--- src/rtl/bc4_pkg.sv ---
// BC4 block encoder package: pixel and block types, index codes and
// threshold weights. No dependencies.
`default_nettype none

package bc4_pkg;

  localparam int PixW       = 8;
  localparam int NumPix     = 16;
  localparam int NumThr     = 6;
  localparam int IdxW       = 3;
  localparam int RowW       = 4 * PixW;
  localparam int IdxBitsW   = NumPix * IdxW;

  typedef logic [PixW-1:0]         pix_t;
  typedef pix_t [NumPix-1:0]       block_t;
  typedef pix_t [NumThr-1:0]       thr_t;
  typedef logic [IdxW-1:0]         idx_t;
  typedef logic [IdxBitsW-1:0]     idx_bits_t;

  // Index codes
  localparam idx_t IDX_AT_HI  = 3'd0;
  localparam idx_t IDX_BELOW  = 3'd1;
  localparam idx_t IDX_FIRST  = 3'd2;

  localparam pix_t PIX_MAX    = 8'd255;
  localparam pix_t PIX_MIN    = 8'd0;

  // Threshold weights out of 255, from the top threshold down
  localparam pix_t THR_W [NumThr] = '{8'd218, 8'd182, 8'd145, 8'd109, 8'd72, 8'd36};

  // floor(range * w / 255). The product stays below 65535, where
  // (p + (p >> 8) + 1) >> 8 is an exact divide by 255.
  function automatic pix_t thr_offset(input pix_t range, input pix_t w);
    logic [15:0] prod;
    logic [15:0] sum;
    prod = 16'(range) * 16'(w);
    sum  = prod + (prod >> 8) + 16'd1;
    return sum[15:8];
  endfunction

endpackage

`default_nettype wire

--- src/rtl/bc4_range.sv ---
// Endpoint stage: block maximum and minimum through a four-level compare
// tree, or the fixed endpoints in fast mode. Uses bc4_pkg.
`default_nettype none

module bc4_range
  import bc4_pkg::*;
(
  input  var block_t pix,
  input  wire        fast_mode,
  output pix_t       hi,
  output pix_t       lo
);

  pix_t mx1 [8];
  pix_t mn1 [8];
  pix_t mx2 [4];
  pix_t mn2 [4];
  pix_t mx3 [2];
  pix_t mn3 [2];
  pix_t mx4;
  pix_t mn4;

  always_comb begin
    for (int i = 0; i < 8; i++) begin
      mx1[i] = (pix[2*i] > pix[2*i+1]) ? pix[2*i] : pix[2*i+1];
      mn1[i] = (pix[2*i] < pix[2*i+1]) ? pix[2*i] : pix[2*i+1];
    end
    for (int i = 0; i < 4; i++) begin
      mx2[i] = (mx1[2*i] > mx1[2*i+1]) ? mx1[2*i] : mx1[2*i+1];
      mn2[i] = (mn1[2*i] < mn1[2*i+1]) ? mn1[2*i] : mn1[2*i+1];
    end
    for (int i = 0; i < 2; i++) begin
      mx3[i] = (mx2[2*i] > mx2[2*i+1]) ? mx2[2*i] : mx2[2*i+1];
      mn3[i] = (mn2[2*i] < mn2[2*i+1]) ? mn2[2*i] : mn2[2*i+1];
    end
    mx4 = (mx3[0] > mx3[1]) ? mx3[0] : mx3[1];
    mn4 = (mn3[0] < mn3[1]) ? mn3[0] : mn3[1];
  end

  assign hi = fast_mode ? PIX_MAX : mx4;
  assign lo = fast_mode ? PIX_MIN : mn4;

endmodule

`default_nettype wire

--- src/rtl/bc4_thresh.sv ---
// Threshold stage: six interpolation thresholds between the endpoints,
// constant multiplies with an exact divide by 255. Uses bc4_pkg.
`default_nettype none

module bc4_thresh
  import bc4_pkg::*;
(
  input  var pix_t hi,
  input  var pix_t lo,
  output thr_t     thr
);

  pix_t range;

  assign range = hi - lo;

  always_comb begin
    for (int n = 0; n < NumThr; n++) begin
      thr[n] = lo + thr_offset(range, THR_W[n]);
    end
  end

endmodule

`default_nettype wire

--- src/rtl/bc4_index.sv ---
// Index stage: per-pixel compare against the thresholds and packing of the
// sixteen 3-bit indices in raster order. Uses bc4_pkg.
`default_nettype none

module bc4_index
  import bc4_pkg::*;
(
  input  var block_t pix,
  input  var pix_t   hi,
  input  var thr_t   thr,
  output idx_bits_t  idx_bits
);

  idx_t idx [NumPix];

  always_comb begin
    for (int k = 0; k < NumPix; k++) begin
      // priority: equal to max first, then highest threshold reached
      if (pix[k] == hi) begin
        idx[k] = IDX_AT_HI;
      end else if (pix[k] >= thr[0]) begin
        idx[k] = IDX_FIRST;
      end else if (pix[k] >= thr[1]) begin
        idx[k] = IDX_FIRST + 3'd1;
      end else if (pix[k] >= thr[2]) begin
        idx[k] = IDX_FIRST + 3'd2;
      end else if (pix[k] >= thr[3]) begin
        idx[k] = IDX_FIRST + 3'd3;
      end else if (pix[k] >= thr[4]) begin
        idx[k] = IDX_FIRST + 3'd4;
      end else if (pix[k] >= thr[5]) begin
        idx[k] = IDX_FIRST + 3'd5;
      end else begin
        idx[k] = IDX_BELOW;
      end
    end
    for (int k = 0; k < NumPix; k++) begin
      idx_bits[IdxW*k +: IdxW] = idx[k];
    end
  end

endmodule

`default_nettype wire

--- src/rtl/bc4_block_encoder_top.sv ---
// BC4 block encoder top level: input register, endpoint, threshold and
// index stages, result register. Uses bc4_pkg, bc4_range, bc4_thresh, bc4_index.
`default_nettype none

// Encodes one 4x4 block of 8-bit grey pixels per clock into BC4 form: two
// endpoint bytes (block max/min, or 255/0 with fast mode set) and sixteen
// 3-bit indices, pixel k at bits 3k+2..3k. Throughput is one block per
// cycle while out_stall is low; a block passes the four register stages
// (input, endpoints, thresholds, result) in that order. Each stage holds
// its request under an output stall while earlier empty stages keep filling.
// fast_mode is written through the cfg port while the block is idle: the
// user is bound to this, the block itself does not enforce it. fast_mode
// resets to 0.
module bc4_block_encoder_top
  import bc4_pkg::*;
(
  input  wire                 clk,
  input  wire                 rst_n,
  input  wire                 in_valid,
  output logic                in_stall,
  input  wire  [RowW-1:0]     in_row_zero,
  input  wire  [RowW-1:0]     in_row_one,
  input  wire  [RowW-1:0]     in_row_two,
  input  wire  [RowW-1:0]     in_row_three,
  output logic                out_valid,
  input  wire                 out_stall,
  output logic [PixW-1:0]     out_high_endpoint,
  output logic [PixW-1:0]     out_low_endpoint,
  output logic [IdxBitsW-1:0] out_index_bits,
  input  wire                 cfg_valid,
  output logic                cfg_ready,
  input  wire                 cfg_fast_mode
);

  logic      fast_r, fast_nxt;
  logic      s0_v_r, s0_v_nxt;
  logic      s1_v_r, s1_v_nxt;
  logic      s2_v_r, s2_v_nxt;
  logic      out_v_r, out_v_nxt;

  block_t    s0_pix_r;
  block_t    s1_pix_r;
  pix_t      s1_hi_r, s1_lo_r;
  block_t    s2_pix_r;
  pix_t      s2_hi_r, s2_lo_r;
  thr_t      s2_thr_r;
  pix_t      out_hi_r, out_lo_r;
  idx_bits_t out_idx_r;

  block_t    in_pix;
  pix_t      rng_hi, rng_lo;
  thr_t      thr;
  idx_bits_t idx_bits;

  logic      out_free, s2_free, s1_free, s0_free;
  logic      in_acc;

  // pixel k = 4*row + column, column c at bits 8c+7..8c of its row word
  always_comb begin
    for (int c = 0; c < 4; c++) begin
      in_pix[c]      = in_row_zero [PixW*c +: PixW];
      in_pix[4 + c]  = in_row_one  [PixW*c +: PixW];
      in_pix[8 + c]  = in_row_two  [PixW*c +: PixW];
      in_pix[12 + c] = in_row_three[PixW*c +: PixW];
    end
  end

  // a stage can load when empty or when its contents move on
  assign out_free = !out_v_r || !out_stall;
  assign s2_free  = !s2_v_r || out_free;
  assign s1_free  = !s1_v_r || s2_free;
  assign s0_free  = !s0_v_r || s1_free;
  assign in_stall = !s0_free;
  assign in_acc   = in_valid && s0_free;

  assign cfg_ready = 1'b1;

  assign fast_nxt  = (cfg_valid && cfg_ready) ? cfg_fast_mode : fast_r;
  assign s0_v_nxt  = s0_free  ? in_valid : s0_v_r;
  assign s1_v_nxt  = s1_free  ? s0_v_r   : s1_v_r;
  assign s2_v_nxt  = s2_free  ? s1_v_r   : s2_v_r;
  assign out_v_nxt = out_free ? s2_v_r   : out_v_r;

  bc4_range u_range (
    .pix       (s0_pix_r),
    .fast_mode (fast_r),
    .hi        (rng_hi),
    .lo        (rng_lo)
  );

  bc4_thresh u_thresh (
    .hi  (s1_hi_r),
    .lo  (s1_lo_r),
    .thr (thr)
  );

  bc4_index u_index (
    .pix      (s2_pix_r),
    .hi       (s2_hi_r),
    .thr      (s2_thr_r),
    .idx_bits (idx_bits)
  );

  always_ff @(posedge clk) begin
    if (!rst_n) begin
      fast_r  <= 1'b0;
      s0_v_r  <= 1'b0;
      s1_v_r  <= 1'b0;
      s2_v_r  <= 1'b0;
      out_v_r <= 1'b0;
    end else begin
      fast_r  <= fast_nxt;
      s0_v_r  <= s0_v_nxt;
      s1_v_r  <= s1_v_nxt;
      s2_v_r  <= s2_v_nxt;
      out_v_r <= out_v_nxt;
    end
  end

  always_ff @(posedge clk) begin
    if (in_acc) begin
      s0_pix_r <= in_pix;
    end
    if (s1_free && s0_v_r) begin
      s1_pix_r <= s0_pix_r;
      s1_hi_r  <= rng_hi;
      s1_lo_r  <= rng_lo;
    end
    if (s2_free && s1_v_r) begin
      s2_pix_r <= s1_pix_r;
      s2_hi_r  <= s1_hi_r;
      s2_lo_r  <= s1_lo_r;
      s2_thr_r <= thr;
    end
    if (out_free && s2_v_r) begin
      out_hi_r  <= s2_hi_r;
      out_lo_r  <= s2_lo_r;
      out_idx_r <= idx_bits;
    end
  end

  assign out_valid         = out_v_r;
  assign out_high_endpoint = out_hi_r;
  assign out_low_endpoint  = out_lo_r;
  assign out_index_bits    = out_idx_r;

endmodule

`default_nettype wire

--- config.mk ---
export PLATFORM = sky130hd
export DESIGN_NAME = bc4_block_encoder_top
export DESIGN_NICKNAME = d
export VERILOG_FILES = /design/src/rtl/bc4_pkg.sv /design/src/rtl/bc4_range.sv /design/src/rtl/bc4_thresh.sv /design/src/rtl/bc4_index.sv /design/src/rtl/bc4_block_encoder_top.sv
export SDC_FILE = /design/constraint.sdc
export NUM_CORES = 2
export LEC_CHECK = 0
export ABC_AREA = 1
export BUFFER_PORTS_ARGS = -buffer_cell sky130_fd_sc_hd__buf_2
export CORE_UTILIZATION = 57
export CTS_CLUSTER_SIZE = 16
export DETAILED_ROUTE_END_ITERATION = 10
export HOLD_SLACK_MARGIN = 0.03
export PLACE_DENSITY = 0.75
export SLEW_MARGIN = 10
export SYNTH_ARGS = -nofsm -noshare
export SYNTH_HDL_FRONTEND = slang
export SYNTH_SLANG_ARGS = --single-unit
--- constraint.sdc ---
create_clock -name clk -period 23.5 [get_ports clk]
set_clock_uncertainty 0.2 [all_clocks]
set_input_delay 2.35 -clock clk [delete_from_list [all_inputs] [get_ports clk]]
set_output_delay 2.35 -clock clk [all_outputs]
set_load 0.05 [all_outputs]
======== Word level (Yosys, flattened, before mapping) ========
Cells that the tools add are included.
operators by class
  eq/ne operators ......................... 16
  order comparisons ....................... 126
  add/subtract/negate cells ............... 19
  reduce and logical (&&, ||, !) cells .... 46
  muxes and demuxes ....................... 126
  $mul .................................... 6
operators by type and width
  cell                   number
  $ge 8x8->1             96
  $mux 8                 30
  $mux 3                 64
  $eq 8x8->1             16
  $gt 8x8->1             15
  $lt 8x8->1             15
  $add 16x1->16 const B  5
  $mux 2                 32
  $add 16x8->16          3
  $add 8x8->8            6
  $reduce_or 3->1        16
  $mul 8x7->15 const B   3
  $add 15x7->16          2
  $reduce_or 2->1        16
  $mul 8x4->12 const B   2
  $add 15x1->16 const B  1
  $mul 8x8->16 const B   1
  $add 14x6->15          1
  $sub 8x8->8            1
  $logic_not 1->1        6
  $logic_and 1x1->1      4
  $logic_or 1x1->1       4
word-level totals
  input port bits ......................... 134
  bits in registers ....................... 533
  output and inout bits ................... 67

======== Depth between registers and ports, before layout ========
  word-level depth ........................ 8
  mapped depth ............................ 50

======== By module ========
A second synthesis with hierarchy kept.
unflattened totals
  cells, all modules ...................... 5697
  area, all modules ....................... 49914.1 µm²
modules (own cells, without submodules)
  module                 seq. area each (µm²)  area an instance (µm²)  cells an instance  times used
  bc4_index              0.0                   19695.1                 2843               1
  bc4_block_encoder_top  15955.3               16079.2                 557                1
  bc4_thresh             0.0                   7198.2                  1050               1
  bc4_range              0.0                   6941.7                  1247               1

======== Least setup slack after synthesis ========
Ideal clock, no wire load.
  path kind ............................... input to register
  start point ............................. in out_stall
  end point ............................... reg s1_hi_r[0], enable pin
  setup slack ............................. 14.029 ns
  cell stages on the path ................. 5
  buffers on the path ..................... 0
  data arrival time ....................... 8.619 ns
  setup time .............................. 0.653 ns
  path through ............................ nand2_1 nor2_1 inv_1 nor2_1 nor2_1
between the ends
  cells in the longest elaborated chain, start to end .. 5
RTL lines
  element               RTL line                      RTL
  from (decl)           bc4_block_encoder_top.sv:26   input wire out_stall,
  $logic_not 1->1       bc4_block_encoder_top.sv:69   assign out_free = !out_v_r || !out_stall;
  $logic_or 1x1->1      bc4_block_encoder_top.sv:69
  $logic_or 1x1->1      bc4_block_encoder_top.sv:70   assign s2_free = !s2_v_r || out_free;
  $logic_or 1x1->1      bc4_block_encoder_top.sv:71   assign s1_free = !s1_v_r || s2_free;
  $logic_and 1x1->1     bc4_block_encoder_top.sv:124  if (s1_free && s0_v_r) begin
  to (signal assigned)  bc4_block_encoder_top.sv:126  s1_hi_r <= rng_hi;
  to (decl)             bc4_block_encoder_top.sv:43   pix_t s1_hi_r, s1_lo_r;
No other way between the ends.
A chain may end at the register's enable or synchronous reset.

==> impl_metrics.ini <==
[drt]
detailroute.via_count = 38400
drtAntennaViolNets = 0
vias_per_cell = 5.99
wl_um = 142000
wl_per_cell_um = 22.2
drt_iter0_drc = 3889
drc_errors = 0
dr.pass1.iters = 6

[clock_network]
path_clk_slew_ps = 60
ctsHtreeMaxLevel = 2
cts.repair.resized = 0
cts.sinks = 533
cts-buffers-inserted = 56
clockBufferDepth = 3
clock_latency_ps = 670
hold_buffers = 0
root_buffer = clkbuf_16
cts_tree = done
post-cts-setup-buffers = 0

[sta]
max_slew_margin_pct = 2.92
setup_tns_ps = 0
fin_hold_ws_ps = 213
layout_min_cycle_time_ps = 9770
final-setup-viol-count = 0
worst_pin_slew_ps = 1460
slew_violations = 0
max_freq_mhz = 102
period_share_pct = 41.6
rsz0062_at_grt = no
hold_viol = 0

[die]
die_h_um = 290
dieArea_mm2 = 0.0840
initial_utilization_pct = 57.6
core-area_mm2 = 0.0820
die_w_um = 290
ioPinCount = 201
num_rows = 105

[cells_and_area]
utilization_pct = 63.0
drive_above_1_share_pct = 8.88
area_growth_pct = 9.38
nets = 6573

[global_route]
grt_pass1_wl_um = 212000
grt_overflow = 0
grt_pass1_vias = 35700
antenna_found_initial = 5
track_usage_pct = 33.4
grt_max_degree = 113

[critical_path]
r2r_slack_ps = 13730
path_class = reg2reg
critical_path.max_stage_delay_ps = 750
start_kind = flop
crit_slowest_cell = xor2_1
cp.required_ps = 23670
worst_setup_path_end_kind = flop
critical_path_arrival_ps = 9940
crit_fanout = 11

[synth]
synth.distinct_cells = 55
yosysMostFrequentCell = ha_1
yosys_warnings = 0
syn_area_mm2 = 0.0472
syn_avg_cell_area_um2 = 9.40
synthArstFlopShare_pct = 0
synthTopCellsByArea = edfxtp_1 (34%), ha_1 (29%), nand2_1 (6.5%)
synth_common_cells = ha_1 (1111), nand2_1 (821), inv_1 (650)
synth_top_area_cell = edfxtp_1
synthFlopType = edfxtp_1
synth_top_area_share_pct = 33.6
synth_edf_count = 528
syn_inst = 5025
syn_nets = 6309
yosysSeqAreaShare_pct = 33.8
synth-seq-cells = 533

[outcome]
status = completed

[placement]
portBuffers = 199
dp_hpwl_um = 102000
gp_congestion = 0.967

[hold_path]
hold_class = reg2reg

[flow_run]
drv_cap = 0
-- cells in the final DEF (no fill, tap or decap), types with 6 or more instances in the layout --
master,count
ha_1,1111
nand2_1,821
inv_1,649
edfxtp_1,528
o21ai_0,341
a21oi_1,334
o21a_1,259
nor2_1,209
buf_2,199
xor2_1,93
or2_2,79
nand3_1,68
nand4_1,64
buf_4,64
clkbuf_16,56
xnor2_1,51
a21boi_0,43
fa_1,39
a211oi_1,36
o211ai_1,32
o21ai_1,22
and3_1,19
nand2_2,18
o21bai_1,15
nor3_1,13
nor4_1,13
clkinv_1,13
a21o_1,10
o31ai_1,10
clkbuf_1,9
a31oi_1,8
a211o_1,8
nor2_2,7
clkinv_2,6
clkinvlp_4,6
-- path summary, 6_finish.rpt --
check                            from  cells after the start                endpoint
max          s1_lo_r[1]$_SDFFCE_PP0P_                     42   s2_thr_r[7]$_DFFE_PP_
min            s1_pix_r[99]$_DFFE_PP_                      0  s2_pix_r[99]$_DFFE_PP_
max reg2reg  s1_lo_r[1]$_SDFFCE_PP0P_                     42   s2_thr_r[7]$_DFFE_PP_
min reg2reg    s1_pix_r[99]$_DFFE_PP_                      0  s2_pix_r[99]$_DFFE_PP_
-- worst max-delay path: cells and delay by family (launching register included) --
kind / cells / cell delay (ps)
buffers and inverters: 7 / 770
xor gates and xnor gates: 5 / 1530
and+or+nand+nor: 12 / 1330
DFF: 1 / 720
AOI/OAI and AO/OA: 10 / 1640
adders and majority gates: 8 / 3360
-- final cells by class --
cell class	instances	area [µm²]
clock inverter	39	369
multi-input combinational	3781	28600
fill	6776	30300
sequential	533	16000
inverter	654	2460
antenna	1	2.50
clock buffer	65	1440
timing repair buffer	263	1480
tap	1070	1340
-- registers in the layout, indices dropped and copies added (netlist names) --
signal and cells:
s0_v_r 1, s2_thr_r 48, s0_pix_r 128, out_index_bits 48, s1_pix_r 128, s1_lo_r 8, out_high_endpoint 8, s1_hi_r 8
s2_v_r 1, out_valid 1, s1_v_r 1, fast_r 1, s2_lo_r 8, out_low_endpoint 8, s2_pix_r 128, s2_hi_r 8
-- routing by layer --
layer | track usage [%] | routed length, µm | vias to the layer above
met5 | 0 | 13 | -
met4 | 14.2 | 6840 | 2
met3 | 5.88 | 14600 | 391
met2 | 52.4 | 61500 | 1827
met1 | 45.6 | 59300 | 17900
li1 | - | - | 18200
-- kinds of logic after synthesis --
| logic type | count (synthesis) | synth area share, % |
|---|---|---|
| adder cells (fa/ha/maj) | 1150 | 31.1 |
| AO/OA/AOI/OAI | 1143 | 14.5 |
| XOR/XNOR | 144 | 2.67 |
| flip-flops | 533 | 33.8 |
| AND/OR/NAND/NOR | 1343 | 12.3 |
| buffers and inverters | 711 | 5.68 |
| other | 1 | 0.00794 |
-- per-stage QoR --
step / worst slack (ps) / instance area [µm²] / instances
floorplan: 14030 / 47200 / 5025
global placement: 13880 / 49900 / 6301
CTS: 13710 / 51700 / 6405
detailed placement: 13720 / 49900 / 6301
global route: 12920 / 51700 / 6405
finish: 13730 / 51700 / 6406
Power is left out: the tool's default activity adds up to more than one toggle a clock period on the data nets, which glitch-free logic cannot reach.
